==> src/rtl/lqmq_pkg.sv <==
// Shared types and constants for the linear queue with maximum query.
// Used by the sequencer and the top level; depends on nothing else.
package lqmq_pkg;

  // Queue geometry.
  localparam int DATA_W = 32;
  localparam int DEPTH  = 128;
  localparam int IDX_W  = $clog2(DEPTH);
  localparam logic [IDX_W-1:0] LAST_IDX = IDX_W'(DEPTH - 1);

  // Operation codes.
  localparam logic [1:0] OP_ENQ = 2'd0;
  localparam logic [1:0] OP_DEQ = 2'd1;
  localparam logic [1:0] OP_MAX = 2'd2;

  // Result status codes.
  localparam logic [1:0] STAT_OK    = 2'd0;
  localparam logic [1:0] STAT_FULL  = 2'd1;
  localparam logic [1:0] STAT_EMPTY = 2'd2;

  // Data returned when the queue holds nothing.
  localparam logic signed [DATA_W-1:0] DATA_NONE = -32'sd1;

  // One input item.
  typedef struct packed {
    logic [1:0]               opcode;
    logic signed [DATA_W-1:0] value;
  } in_t;

  // One result item.
  typedef struct packed {
    logic signed [DATA_W-1:0] data;
    logic [1:0]               status;
  } out_t;

  // Request to the entry memory.
  typedef struct packed {
    logic                     en;
    logic                     we;
    logic [IDX_W-1:0]         addr;
    logic signed [DATA_W-1:0] wdata;
  } mem_req_t;

  // Sequencer states.
  typedef enum logic [1:0] {
    S_IDLE,
    S_DEQ,
    S_SCAN
  } state_t;

endpackage

==> src/rtl/lqmq_ram.sv <==
// Generic single-port synchronous RAM with a registered read.
// Self-contained; no package dependency.
module lqmq_ram #(
  parameter int WIDTH = 32,
  parameter int DEPTH = 128
) (
  input  logic                     clk,
  input  logic                     en,
  input  logic                     we,
  input  logic [$clog2(DEPTH)-1:0] addr,
  input  logic [WIDTH-1:0]         wdata,
  output logic [WIDTH-1:0]         rdata
);

  logic [WIDTH-1:0] mem [DEPTH];

  // One access per cycle: write, or registered read.
  always_ff @(posedge clk) begin
    if (en) begin
      if (we) begin
        mem[addr] <= wdata;
      end else begin
        rdata <= mem[addr];
      end
    end
  end

endmodule

==> src/rtl/lqmq_ctrl.sv <==
// Sequencer for the queue: head, tail and empty flag, memory requests,
// the find-maximum scan and the result register. Depends on lqmq_pkg.
module lqmq_ctrl (
  input  logic                             clk,
  input  logic                             rst_n,
  input  logic                             start,
  output logic                             busy,
  input  lqmq_pkg::in_t                    in_data,
  output lqmq_pkg::mem_req_t               mem_req,
  input  logic signed [lqmq_pkg::DATA_W-1:0] rd_data,
  output logic                             out_valid,
  output lqmq_pkg::out_t                   out_data
);

  lqmq_pkg::state_t state_r, state_nxt;
  logic [lqmq_pkg::IDX_W-1:0] head_r, head_nxt;
  logic [lqmq_pkg::IDX_W-1:0] tail_r, tail_nxt;
  logic                       empty_r, empty_nxt;
  logic [lqmq_pkg::IDX_W-1:0] cur_r, cur_nxt;
  logic signed [lqmq_pkg::DATA_W-1:0] max_r, max_nxt;
  logic signed [lqmq_pkg::DATA_W-1:0] best;
  logic                       out_valid_r, out_valid_nxt;
  lqmq_pkg::out_t             out_r, out_nxt;

  // The first entry of a scan seeds the maximum; later ones compete.
  assign best = ((cur_r == head_r) || (rd_data > max_r)) ? rd_data : max_r;

  // Next state, memory requests and results.
  always_comb begin
    state_nxt     = state_r;
    head_nxt      = head_r;
    tail_nxt      = tail_r;
    empty_nxt     = empty_r;
    cur_nxt       = cur_r;
    max_nxt       = max_r;
    out_valid_nxt = 1'b0;
    out_nxt       = out_r;
    mem_req       = '0;

    unique case (state_r)
      lqmq_pkg::S_IDLE: begin
        if (start) begin
          unique case (in_data.opcode)
            lqmq_pkg::OP_ENQ: begin
              out_valid_nxt = 1'b1;
              out_nxt       = '{data: '0, status: lqmq_pkg::STAT_OK};
              if (empty_r) begin
                // First item goes to slot zero.
                mem_req   = '{en: 1'b1, we: 1'b1, addr: '0, wdata: in_data.value};
                head_nxt  = '0;
                tail_nxt  = '0;
                empty_nxt = 1'b0;
              end else if (tail_r == lqmq_pkg::LAST_IDX) begin
                out_nxt.status = lqmq_pkg::STAT_FULL;
              end else begin
                mem_req  = '{en: 1'b1, we: 1'b1, addr: tail_r + 1'b1,
                             wdata: in_data.value};
                tail_nxt = tail_r + 1'b1;
              end
            end
            lqmq_pkg::OP_DEQ, lqmq_pkg::OP_MAX: begin
              if (empty_r) begin
                out_valid_nxt = 1'b1;
                out_nxt = '{data: lqmq_pkg::DATA_NONE, status: lqmq_pkg::STAT_EMPTY};
              end else begin
                // Fetch the head entry; the result follows from the read data.
                mem_req   = '{en: 1'b1, we: 1'b0, addr: head_r, wdata: '0};
                cur_nxt   = head_r;
                state_nxt = (in_data.opcode == lqmq_pkg::OP_DEQ) ?
                            lqmq_pkg::S_DEQ : lqmq_pkg::S_SCAN;
              end
            end
            default: begin
              // Unused opcode: no change, plain ok result.
              out_valid_nxt = 1'b1;
              out_nxt       = '{data: '0, status: lqmq_pkg::STAT_OK};
            end
          endcase
        end
      end

      lqmq_pkg::S_DEQ: begin
        out_valid_nxt = 1'b1;
        out_nxt       = '{data: rd_data, status: lqmq_pkg::STAT_OK};
        state_nxt     = lqmq_pkg::S_IDLE;
        if (head_r == tail_r) begin
          // Last item left: back to an empty queue at slot zero.
          head_nxt  = '0;
          tail_nxt  = '0;
          empty_nxt = 1'b1;
        end else begin
          head_nxt = head_r + 1'b1;
        end
      end

      lqmq_pkg::S_SCAN: begin
        max_nxt = best;
        if (cur_r == tail_r) begin
          out_valid_nxt = 1'b1;
          out_nxt       = '{data: best, status: lqmq_pkg::STAT_OK};
          state_nxt     = lqmq_pkg::S_IDLE;
        end else begin
          // Read the next entry while this one is compared.
          mem_req = '{en: 1'b1, we: 1'b0, addr: cur_r + 1'b1, wdata: '0};
          cur_nxt = cur_r + 1'b1;
        end
      end

      default: begin
        state_nxt = lqmq_pkg::S_IDLE;
      end
    endcase
  end

  // Control state.
  always_ff @(posedge clk) begin
    if (!rst_n) begin
      state_r     <= lqmq_pkg::S_IDLE;
      head_r      <= '0;
      tail_r      <= '0;
      empty_r     <= 1'b1;
      out_valid_r <= 1'b0;
    end else begin
      state_r     <= state_nxt;
      head_r      <= head_nxt;
      tail_r      <= tail_nxt;
      empty_r     <= empty_nxt;
      out_valid_r <= out_valid_nxt;
    end
  end

  // Scan position, running maximum and result payload.
  always_ff @(posedge clk) begin
    cur_r <= cur_nxt;
    max_r <= max_nxt;
    out_r <= out_nxt;
  end

  assign busy      = (state_r != lqmq_pkg::S_IDLE);
  assign out_valid = out_valid_r;
  assign out_data  = out_r;

endmodule

==> src/rtl/linear_queue_with_max_query.sv <==
// Top level of the array queue with find-maximum: entry memory and sequencer.
// Depends on lqmq_pkg, lqmq_ram and lqmq_ctrl.
//
//   channel   ports                      handshake
//   input     start, busy, in_data       taken when start is high and busy is low
//   result    out_valid, out_data        out_valid high for one cycle, always taken
//
// Enqueue, an unused opcode and any operation on an empty queue are answered
// from idle: the result appears the cycle after the item is taken. Dequeue reads
// the head entry and answers from the dequeue state. Find-maximum scans head to
// tail through the single memory port, one entry per cycle to the comparator.
// Reset empties the queue; the memory is not cleared and is only read where written.
// The receiver cannot stall; busy is low again in the cycle the result is shown.
module linear_queue_with_max_query (
  input  logic          clk,
  input  logic          rst_n,
  input  logic          start,
  output logic          busy,
  input  lqmq_pkg::in_t in_data,
  output logic          out_valid,
  output lqmq_pkg::out_t out_data
);

  lqmq_pkg::mem_req_t                 mem_req;
  logic signed [lqmq_pkg::DATA_W-1:0] rd_data;

  // Entry storage. A write lands at the edge that takes its item, so any later
  // read of that slot comes in a later cycle and needs no forwarding.
  lqmq_ram #(
    .WIDTH(lqmq_pkg::DATA_W),
    .DEPTH(lqmq_pkg::DEPTH)
  ) u_ram (
    .clk   (clk),
    .en    (mem_req.en),
    .we    (mem_req.we),
    .addr  (mem_req.addr),
    .wdata (mem_req.wdata),
    .rdata (rd_data)
  );

  // Queue sequencer.
  lqmq_ctrl u_ctrl (
    .clk       (clk),
    .rst_n     (rst_n),
    .start     (start),
    .busy      (busy),
    .in_data   (in_data),
    .mem_req   (mem_req),
    .rd_data   (rd_data),
    .out_valid (out_valid),
    .out_data  (out_data)
  );

`ifndef SYNTHESIS
  // An enqueue always answers in the next cycle.
  a_enq_one_cycle: assert property (@(posedge clk) disable iff (!rst_n)
    (start && !busy && in_data.opcode == lqmq_pkg::OP_ENQ) |=> out_valid)
    else $error("enqueue result not delivered in the next cycle");

  // A full status only answers an enqueue taken in the previous cycle.
  a_full_from_enq: assert property (@(posedge clk) disable iff (!rst_n)
    (out_valid && out_data.status == lqmq_pkg::STAT_FULL) |->
      $past(start && !busy && in_data.opcode == lqmq_pkg::OP_ENQ))
    else $error("full status without a matching enqueue");

  // An empty status always carries minus one.
  a_empty_data: assert property (@(posedge clk) disable iff (!rst_n)
    (out_valid && out_data.status == lqmq_pkg::STAT_EMPTY) |->
      (out_data.data == lqmq_pkg::DATA_NONE))
    else $error("empty status with data other than minus one");

  // A result is shown only once the sequencer is back at rest.
  a_result_idle: assert property (@(posedge clk) disable iff (!rst_n)
    out_valid |-> !busy)
    else $error("result shown while an item is still at work");
`endif

endmodule
==> config.mk <==
export PLATFORM = sky130hd
export DESIGN_NAME = linear_queue_with_max_query
export DESIGN_NICKNAME = d
export VERILOG_FILES = /design/src/rtl/lqmq_pkg.sv /design/src/rtl/lqmq_ram.sv /design/src/rtl/lqmq_ctrl.sv /design/src/rtl/linear_queue_with_max_query.sv
export SDC_FILE = /design/constraint.sdc
export NUM_CORES = 2
export LEC_CHECK = 0
export ABC_CLOCK_PERIOD_IN_PS = 7600
export BUFFER_PORTS_ARGS = -buffer_cell sky130_fd_sc_hd__clkbuf_2
export CORE_UTILIZATION = 38
export CTS_CLUSTER_SIZE = 12
export DETAILED_ROUTE_END_ITERATION = 8
export HOLD_SLACK_MARGIN = 0.06
export SLEW_MARGIN = 20
export SYNTH_ARGS = -nofsm -noshare
export SYNTH_HDL_FRONTEND = slang
export SYNTH_SLANG_ARGS = --single-unit
==> constraint.sdc <==
create_clock -name clk -period 7.6 [get_ports clk]
set_input_delay 0.76 -clock clk [delete_from_list [all_inputs] [get_ports clk]]
set_output_delay 0.76 -clock clk [all_outputs]
set_load 0.03 [all_outputs]
# After elaboration in Yosys (flattened, before gate mapping)
# Memory sizes are Yosys's and may differ from the RTL's. A register that Yosys moved wholly into a read port is not among the register bits.
# Cells that the tools add are included.
dict set report totals {
  in_bits 37
  word_cells 97
  romBits 0
  ram_bits 4096
  latch_bits 0
  mem_count 1
  out_inout_bits 36
  register_bits 91
}
dict set report classes {
  n_mul 0
  magnitude_cmp 1
  reduce_logical 15
  muxes 49
  shift 0
  bitwise 1
  n_addsub 3
  div_mod_pow 0
  eq_ne 18
}
# name depth word_bits rd rd_clocked_by_memory_dff wr line
set mem_list {}
lappend mem_list {u_ram.mem 128 32 1 1 1 lqmq_ram.sv:15} ;# logic [WIDTH-1:0] mem [DEPTH];
# op count
set ops {}
lappend ops {{2-to-1 mux 41 bit} 5}
lappend ops {{one-hot mux 41 bit (2 select lines)} 2}
lappend ops {{2-to-1 mux 34 bit} 3}
lappend ops {{one-hot mux 34 bit (3 select lines)} 1}
lappend ops {{2-to-1 mux 7 bit} 13}
lappend ops {{one-hot mux 34 bit (2 select lines)} 1}
lappend ops {{one-hot mux 7 bit (2 select lines)} 3}
lappend ops {{greater-than comparator 32 bit} 1}
lappend ops {{2-to-1 mux 32 bit} 1}
lappend ops {{adder 7 x 1 -> 7 bit, second input constant} 3}
lappend ops {{== test 7 bit} 3}
lappend ops {{AND reduction 4 bit} 4}
lappend ops {{2-to-1 mux 2 bit} 6}
lappend ops {{2-to-1 mux 1 bit} 11}
lappend ops {{!= test 2 bit, second input constant} 5}
lappend ops {{AND reduction 5 bit} 2}
lappend ops {{== test 7 bit, second input constant} 1}
lappend ops {{!= test 2 x 1 -> 1 bit, second input constant} 3}
lappend ops {{!= test 3 x 2 -> 1 bit, second input constant} 2}
lappend ops {{nonzero test 2 bit} 3}
lappend ops {{== test 2 x 1 -> 1 bit, second input constant} 2}
lappend ops {{== test 2 bit, second input constant} 2}
lappend ops {{logical NOT 2 bit} 2}
lappend ops {{one-hot mux 2 bit (2 select lines)} 1}
lappend ops {{7 further kinds} 7}

# Depth between registers and ports, before layout
dict set report depth {
  word_depth 9
  depth_mapped 19
  ltp_nobuf 12
}

# Modules after synthesis
# Synthesis repeated with hierarchy kept, for this count alone.
dict set report hier_totals {
  cells_unflattened 9496
  area_unflattened_um2 163739.5
}
# mod cells_each instances area_per_inst_um2
set by_module_without_submodules {}
lappend by_module_without_submodules {lqmq_ram 8968 1 158067.8}
lappend by_module_without_submodules {lqmq_ctrl 528 1 5671.7}

# Least setup slack after synthesis
# No wires, ideal clock.
dict set report synth_timing {
  path_type {flip-flop to flip-flop}
  startpoint {reg u_ctrl.state_r[0]}
  endpoint {mem u_ram.mem[114][0], enable pin}
  arrival_time_ns 5.358
  required_time_ns 7.139
  period_less_slack_ns 5.819
  setup_ns 0.461
  path_buffers 4
  stages_incl_launch_ff 13
  path_slack_ns 1.781
  cell_sequence {dfxtp_1 -> inv_1 -> ha_1 -> clkbuf_1 -> nand2_1 -> a21oi_2 -> o211ai_2 -> nor2_2 -> buf_2 -> buf_4 -> buf_2 -> nand2_1 -> nor3_1}
}
dict set report synth_via {
  elab_chain_cells 5
  word_cells_on_any_way 6
  cone_classes {eq/ne (1); mux (4); reduce/logical (1)}
}
# item line
set synth_lines {}
lappend synth_lines {{from (decl)} lqmq_ctrl.sv:15} ;# lqmq_pkg::state_t state_r, state_nxt;
lappend synth_lines {{from (signal assigned)} lqmq_ctrl.sv:118} ;# state_r <= lqmq_pkg::S_IDLE;
lappend synth_lines {{from (signal assigned)} lqmq_ctrl.sv:124} ;# state_r <= state_nxt;
lappend synth_lines {{== test 2 bit / logical NOT 2 bit (equally long branches)} lqmq_ctrl.sv:40} ;# unique case (state_r)
lappend synth_lines {{one-hot mux 41 bit (2 select lines) (*)} lqmq_ctrl.sv:40}
lappend synth_lines {{2-to-1 mux 1 bit} lqmq_ram.sv:20} ;# if (we) begin
lappend synth_lines {{2-to-1 mux 1 bit} lqmq_ram.sv:19} ;# if (en) begin
lappend synth_lines {{2-to-1 mux 1 bit (not written as such)} lqmq_ram.sv:21} ;# mem[addr] <= wdata;
lappend synth_lines {{to (decl)} lqmq_ram.sv:15}
# Every way passes the cells marked *; elsewhere a longest branch is shown, timed or not.

# Worst setup path after layout
dict set report layout_timing {
  startpoint {reg u_ctrl.state_r[1]}
  endpoint {reg u_ram.rdata[27] (read register of u_ram.mem), data pin}
}
dict set report layout_via {
  elab_chain_cells 4
  word_cells_on_any_way 5
  cone_classes {eq/ne (1); mux (1); bitwise (1); reduce/logical (2)}
}
# item line
set layout_lines {}
lappend layout_lines {{== test 2 bit / logical NOT 2 bit (equally long branches)} lqmq_ctrl.sv:40}
lappend layout_lines {{one-hot mux 41 bit (2 select lines) (*)} lqmq_ctrl.sv:40}
lappend layout_lines {{inverter 1 bit (no line)} --}
lappend layout_lines {{AND reduction 2 bit (no line)} --}
lappend layout_lines {{to (decl)} lqmq_ram.sv:12} ;# output logic [WIDTH-1:0] rdata
# Marks and branches as above.
# A chain may end at the register's enable or synchronous reset.

==> results by group <==
GRT
  • Overflow after GRT: 0
  • GRT Overall Usage: 23.3%
  • First-pass GRT wire length: 707000 um
  • Largest net degree at the start of global routing: 130
  • Number of global-route vias before repair: 90300
  • Initial antenna violation count: 52

Worst setup path
  • CP Cell Sequence: inv_1 -> ha_1 -> nand3b_1 -> nor2_1 -> a21o_1 -> o211ai_1 -> buf_12 -> nor2_4 -> buf_12 -> a222oi_1 -> a41oi_1 -> o21ai_1 -> o211ai_1 -> and4_1
  • Buffers & Inverters on Critical Path: 3
  • Worst setup EP type: flop
  • CP max FO: 43
  • Max incr delay on CP: 0.88 ns
  • R2R Path Start: u_ctrl.state_r[1]$_SDFFE_PN0P_
  • Flop-to-flop setup slack: 1.54 ns
  • Kind of critical path: reg -> reg
  • Slowest-stage cell, CP: nor2_4
  • Data required, critical path: 8.43 ns
  • Worst r2r path cells: 14
  • FF-to-FF End: u_ram.rdata[27]$_DFFE_PP_
  • Critical Path Start Type: flop
  • CP delay by family, top: simple AND/OR/NAND/NOR gates
  • CP arrival: 6.89 ns

Run status
  • Failing checks: DRC
  • Status: finished with violations

Place
  • Dpl hpwl: 296000 um
  • Post-Place Worst Slack: 1.28 ns
  • Port bufs: 72
  • Placer congestion estimate: 0.926

Synthesis
  • Cell count after synthesis: 9075
  • Mean area per synthesized cell: 17.7 um^2
  • Synth top area share: 78.6%
  • Post-synth EDFFs: 4201
  • FF+latch count, synth: 4219
  • Register area share after synthesis: 78.9%
  • Ranking of synthesized cells by area: edfxtp_1, mux2i_1, a21oi_1, a22oi_1, mux4_2
  • Yosys top cell by area: edfxtp_1
  • Async SR Flop Fraction: 0%
  • Synthesized net count: 9155
  • Cell Area, Synth: 160000 um^2
  • Synth warn: 0
  • Unique masters post-synth: 83
  • Most used DFF post-synth: edfxtp_1

Floorplanning
  • DIE HEIGHT: 652 um
  • Die X: 652 um
  • I/O pin total: 73
  • Die area: 425000 um^2
  • Row count: 238
  • Core area: 420000 um^2
  • Starting Density: 38.2%

Final layout
  • Final core utilization: 43.5%
  • Area occupied by multi-input gates: 32200 um^2
  • Final Net Count: 9447
  • Most frequent cells in the layout: edfxtp_1, nand2_1, a21oi_1
  • Most common cell after layout, fill and taps aside: edfxtp_1
  • Share of cells above drive strength 1: 14.9%
  • Area grow syn2layout: 13.9%
  • Filler cells: 36000
  • FF+latch area: 127000 um^2

STA
  • Final Hold Fails: 0
  • Fin Setup TNS: 0 ns
  • Final setup fails: 0
  • Max Fclk: 165 MHz
  • Final min period: 6.06 ns
  • Ratio of final minimum period to clock period: 79.8%
  • Final Skew: 0.0709 ns
  • Setup WS post-layout: 1.54 ns
  • Unrepaired setup endpoints after global routing: no
  • Max-slew violations: 0
  • Slew margin rel.: 11.5%
  • Slew @ Worst Pin: 1.32 ns

Detailed routing
  • Average wire per standard cell: 33.4 um
  • DRT antenna net count: 0
  • Total detailed-routing wirelength: 512000 um
  • Drt drc: 8
  • DR iter-0 viols: 15800
  • Drt pass-1 iters: 9
  • DR vias: 93800
  • Average via count per standard cell: 6.13

Clocking
  • Setup bufs post-CTS: 0
  • CTS max path bufs: 4
  • Total CTS buffers: 422
  • Worst-Skew Late Latency: 1.00 ns
  • TritonCTS clock tree: done
  • H-tree depth: 5
  • Clock transition at path regs: 0.06 ns
  • Sink Count: 4219
  • Clk root buf: clkbuf_16

Hold path
  • Hold crit path type: in -> reg
  • Hold_sp: in_data[18]
  • WHS Path Cells: 2
  • Worst Hold Endpoint: u_ram.mem[114][18]$_DFFE_PP_

Pwr
  • Pleak: 57.0 nW
  • PD cells: 248 nW/um^2
  • Worst vdd ir: 0.000189 V
  • Overall power: 0.0453 W

Run
  • Total of max-cap violations: 0
[power by group]
group	internal, W	switching [W]
Sequential	0.0254	0.0000238
Combinational	0.000230	0.000699
Clock	0.0104	0.00849
Total	0.0361	0.00921
[what timing repair did]
| item | CTS | global route |
|---|---|---|
| hold buffers | 1 | 0 |
| gates resized for setup | 0 | 0 |
| hold endpoints to repair | 1 | 0 |
| setup endpoints to repair | 0 | 0 |
[worst max path at each step]
stage                                         startpoint                          end  depth (start not counted)
after CTS                 u_ctrl.state_r[1]$_SDFFE_PN0P_     u_ram.rdata[3]$_DFFE_PP_                         14
after global routing      u_ctrl.state_r[0]$_SDFFE_PN0P_    u_ram.rdata[27]$_DFFE_PP_                         14
after detailed placement                     in_data[33]     u_ram.rdata[3]$_DFFE_PP_                         15
after global placement                       in_data[33]    u_ram.rdata[26]$_DFFE_PP_                         15
final                     u_ctrl.state_r[1]$_SDFFE_PN0P_    u_ram.rdata[27]$_DFFE_PP_                         14
after floorplan           u_ctrl.state_r[0]$_SDFFE_PN0P_  u_ram.mem[114][0]$_DFFE_PP_                         12
[registers in the layout (all words and copies together), names as in the netlist]
name              flops
u_ctrl.cur_r          7
u_ctrl.out_data      34
u_ctrl.empty_r        1
u_ctrl.head_r         7
u_ram.mem          4096
u_ram.rdata          32
u_ctrl.state_r        2
u_ctrl.max_r         32
u_ctrl.tail_r         7
u_ctrl.out_valid      1
[stage by stage]
step / hold WS, ns / cells / area [um^2]
2_1_floorplan: 0.489 / 9075 / 160000
3_3_place_gp: 0.510 / 14600 / 170000
3_5_place_dp: 0.550 / 14600 / 170000
4_1_cts: 0.137 / 15200 / 183000
5_1_grt: 0.176 / 15300 / 183000
6_report: 0.169 / 15300 / 183000
[layout make-up]
cell class | instances | share of cell area, %
Clock inverter | 129 | 0.511
Inverter | 40 | 0.0821
Antenna cell | 48 | 0.0657
Tap cell | 5640 | 3.86
Timing Repair Buffer | 493 | 2.52
Sequential cell | 4219 | 69.2
Multi-Input combinational cell | 4191 | 17.6
Clock buffer | 543 | 6.10
[cells in the mapped netlist, types with 43 or more instances]
library cell	instances
edfxtp_1	4201
nand2_1	620
a21oi_1	530
mux2i_1	464
clkbuf_1	357
a22oi_1	350
o21ai_0	283
a221oi_1	241
a222oi_1	193
buf_2	174
nor2_1	154
a221o_1	147
o22ai_1	128
mux2_2	113
mux4_2	109
nand4_1	72
a22o_1	70
o221ai_1	67
o211ai_1	61
a211o_1	60
a41oi_1	57
o21ai_1	51
buf_1	47
nand3_1	46
ha_1	43
[cells by family (layout without fill, tap and decap cells)]
logic type      after synthesis  after routing  synth area share [%]
compound gates             2375           2375                  10.7
xor+xnor                     34             34                 0.186
fa+ha+maj                    43             43                 0.335
buf+inv                     665           1205                  1.84
flops                      4219           4219                  78.9
mux                         687            687                  5.23
other cells                   0             48                     0
simple gates               1052           1052                  2.89
[metal layers]
metal	vias up	track usage [%]	wire length [um]
met1	48500	31.7	195000
met5	-	0.0113	213
met3	920	6.35	64900
met2	6282	35.8	230000
met4	26	9.06	21200
li1	38000	-	-
Power figures use the tool's default switching activity.
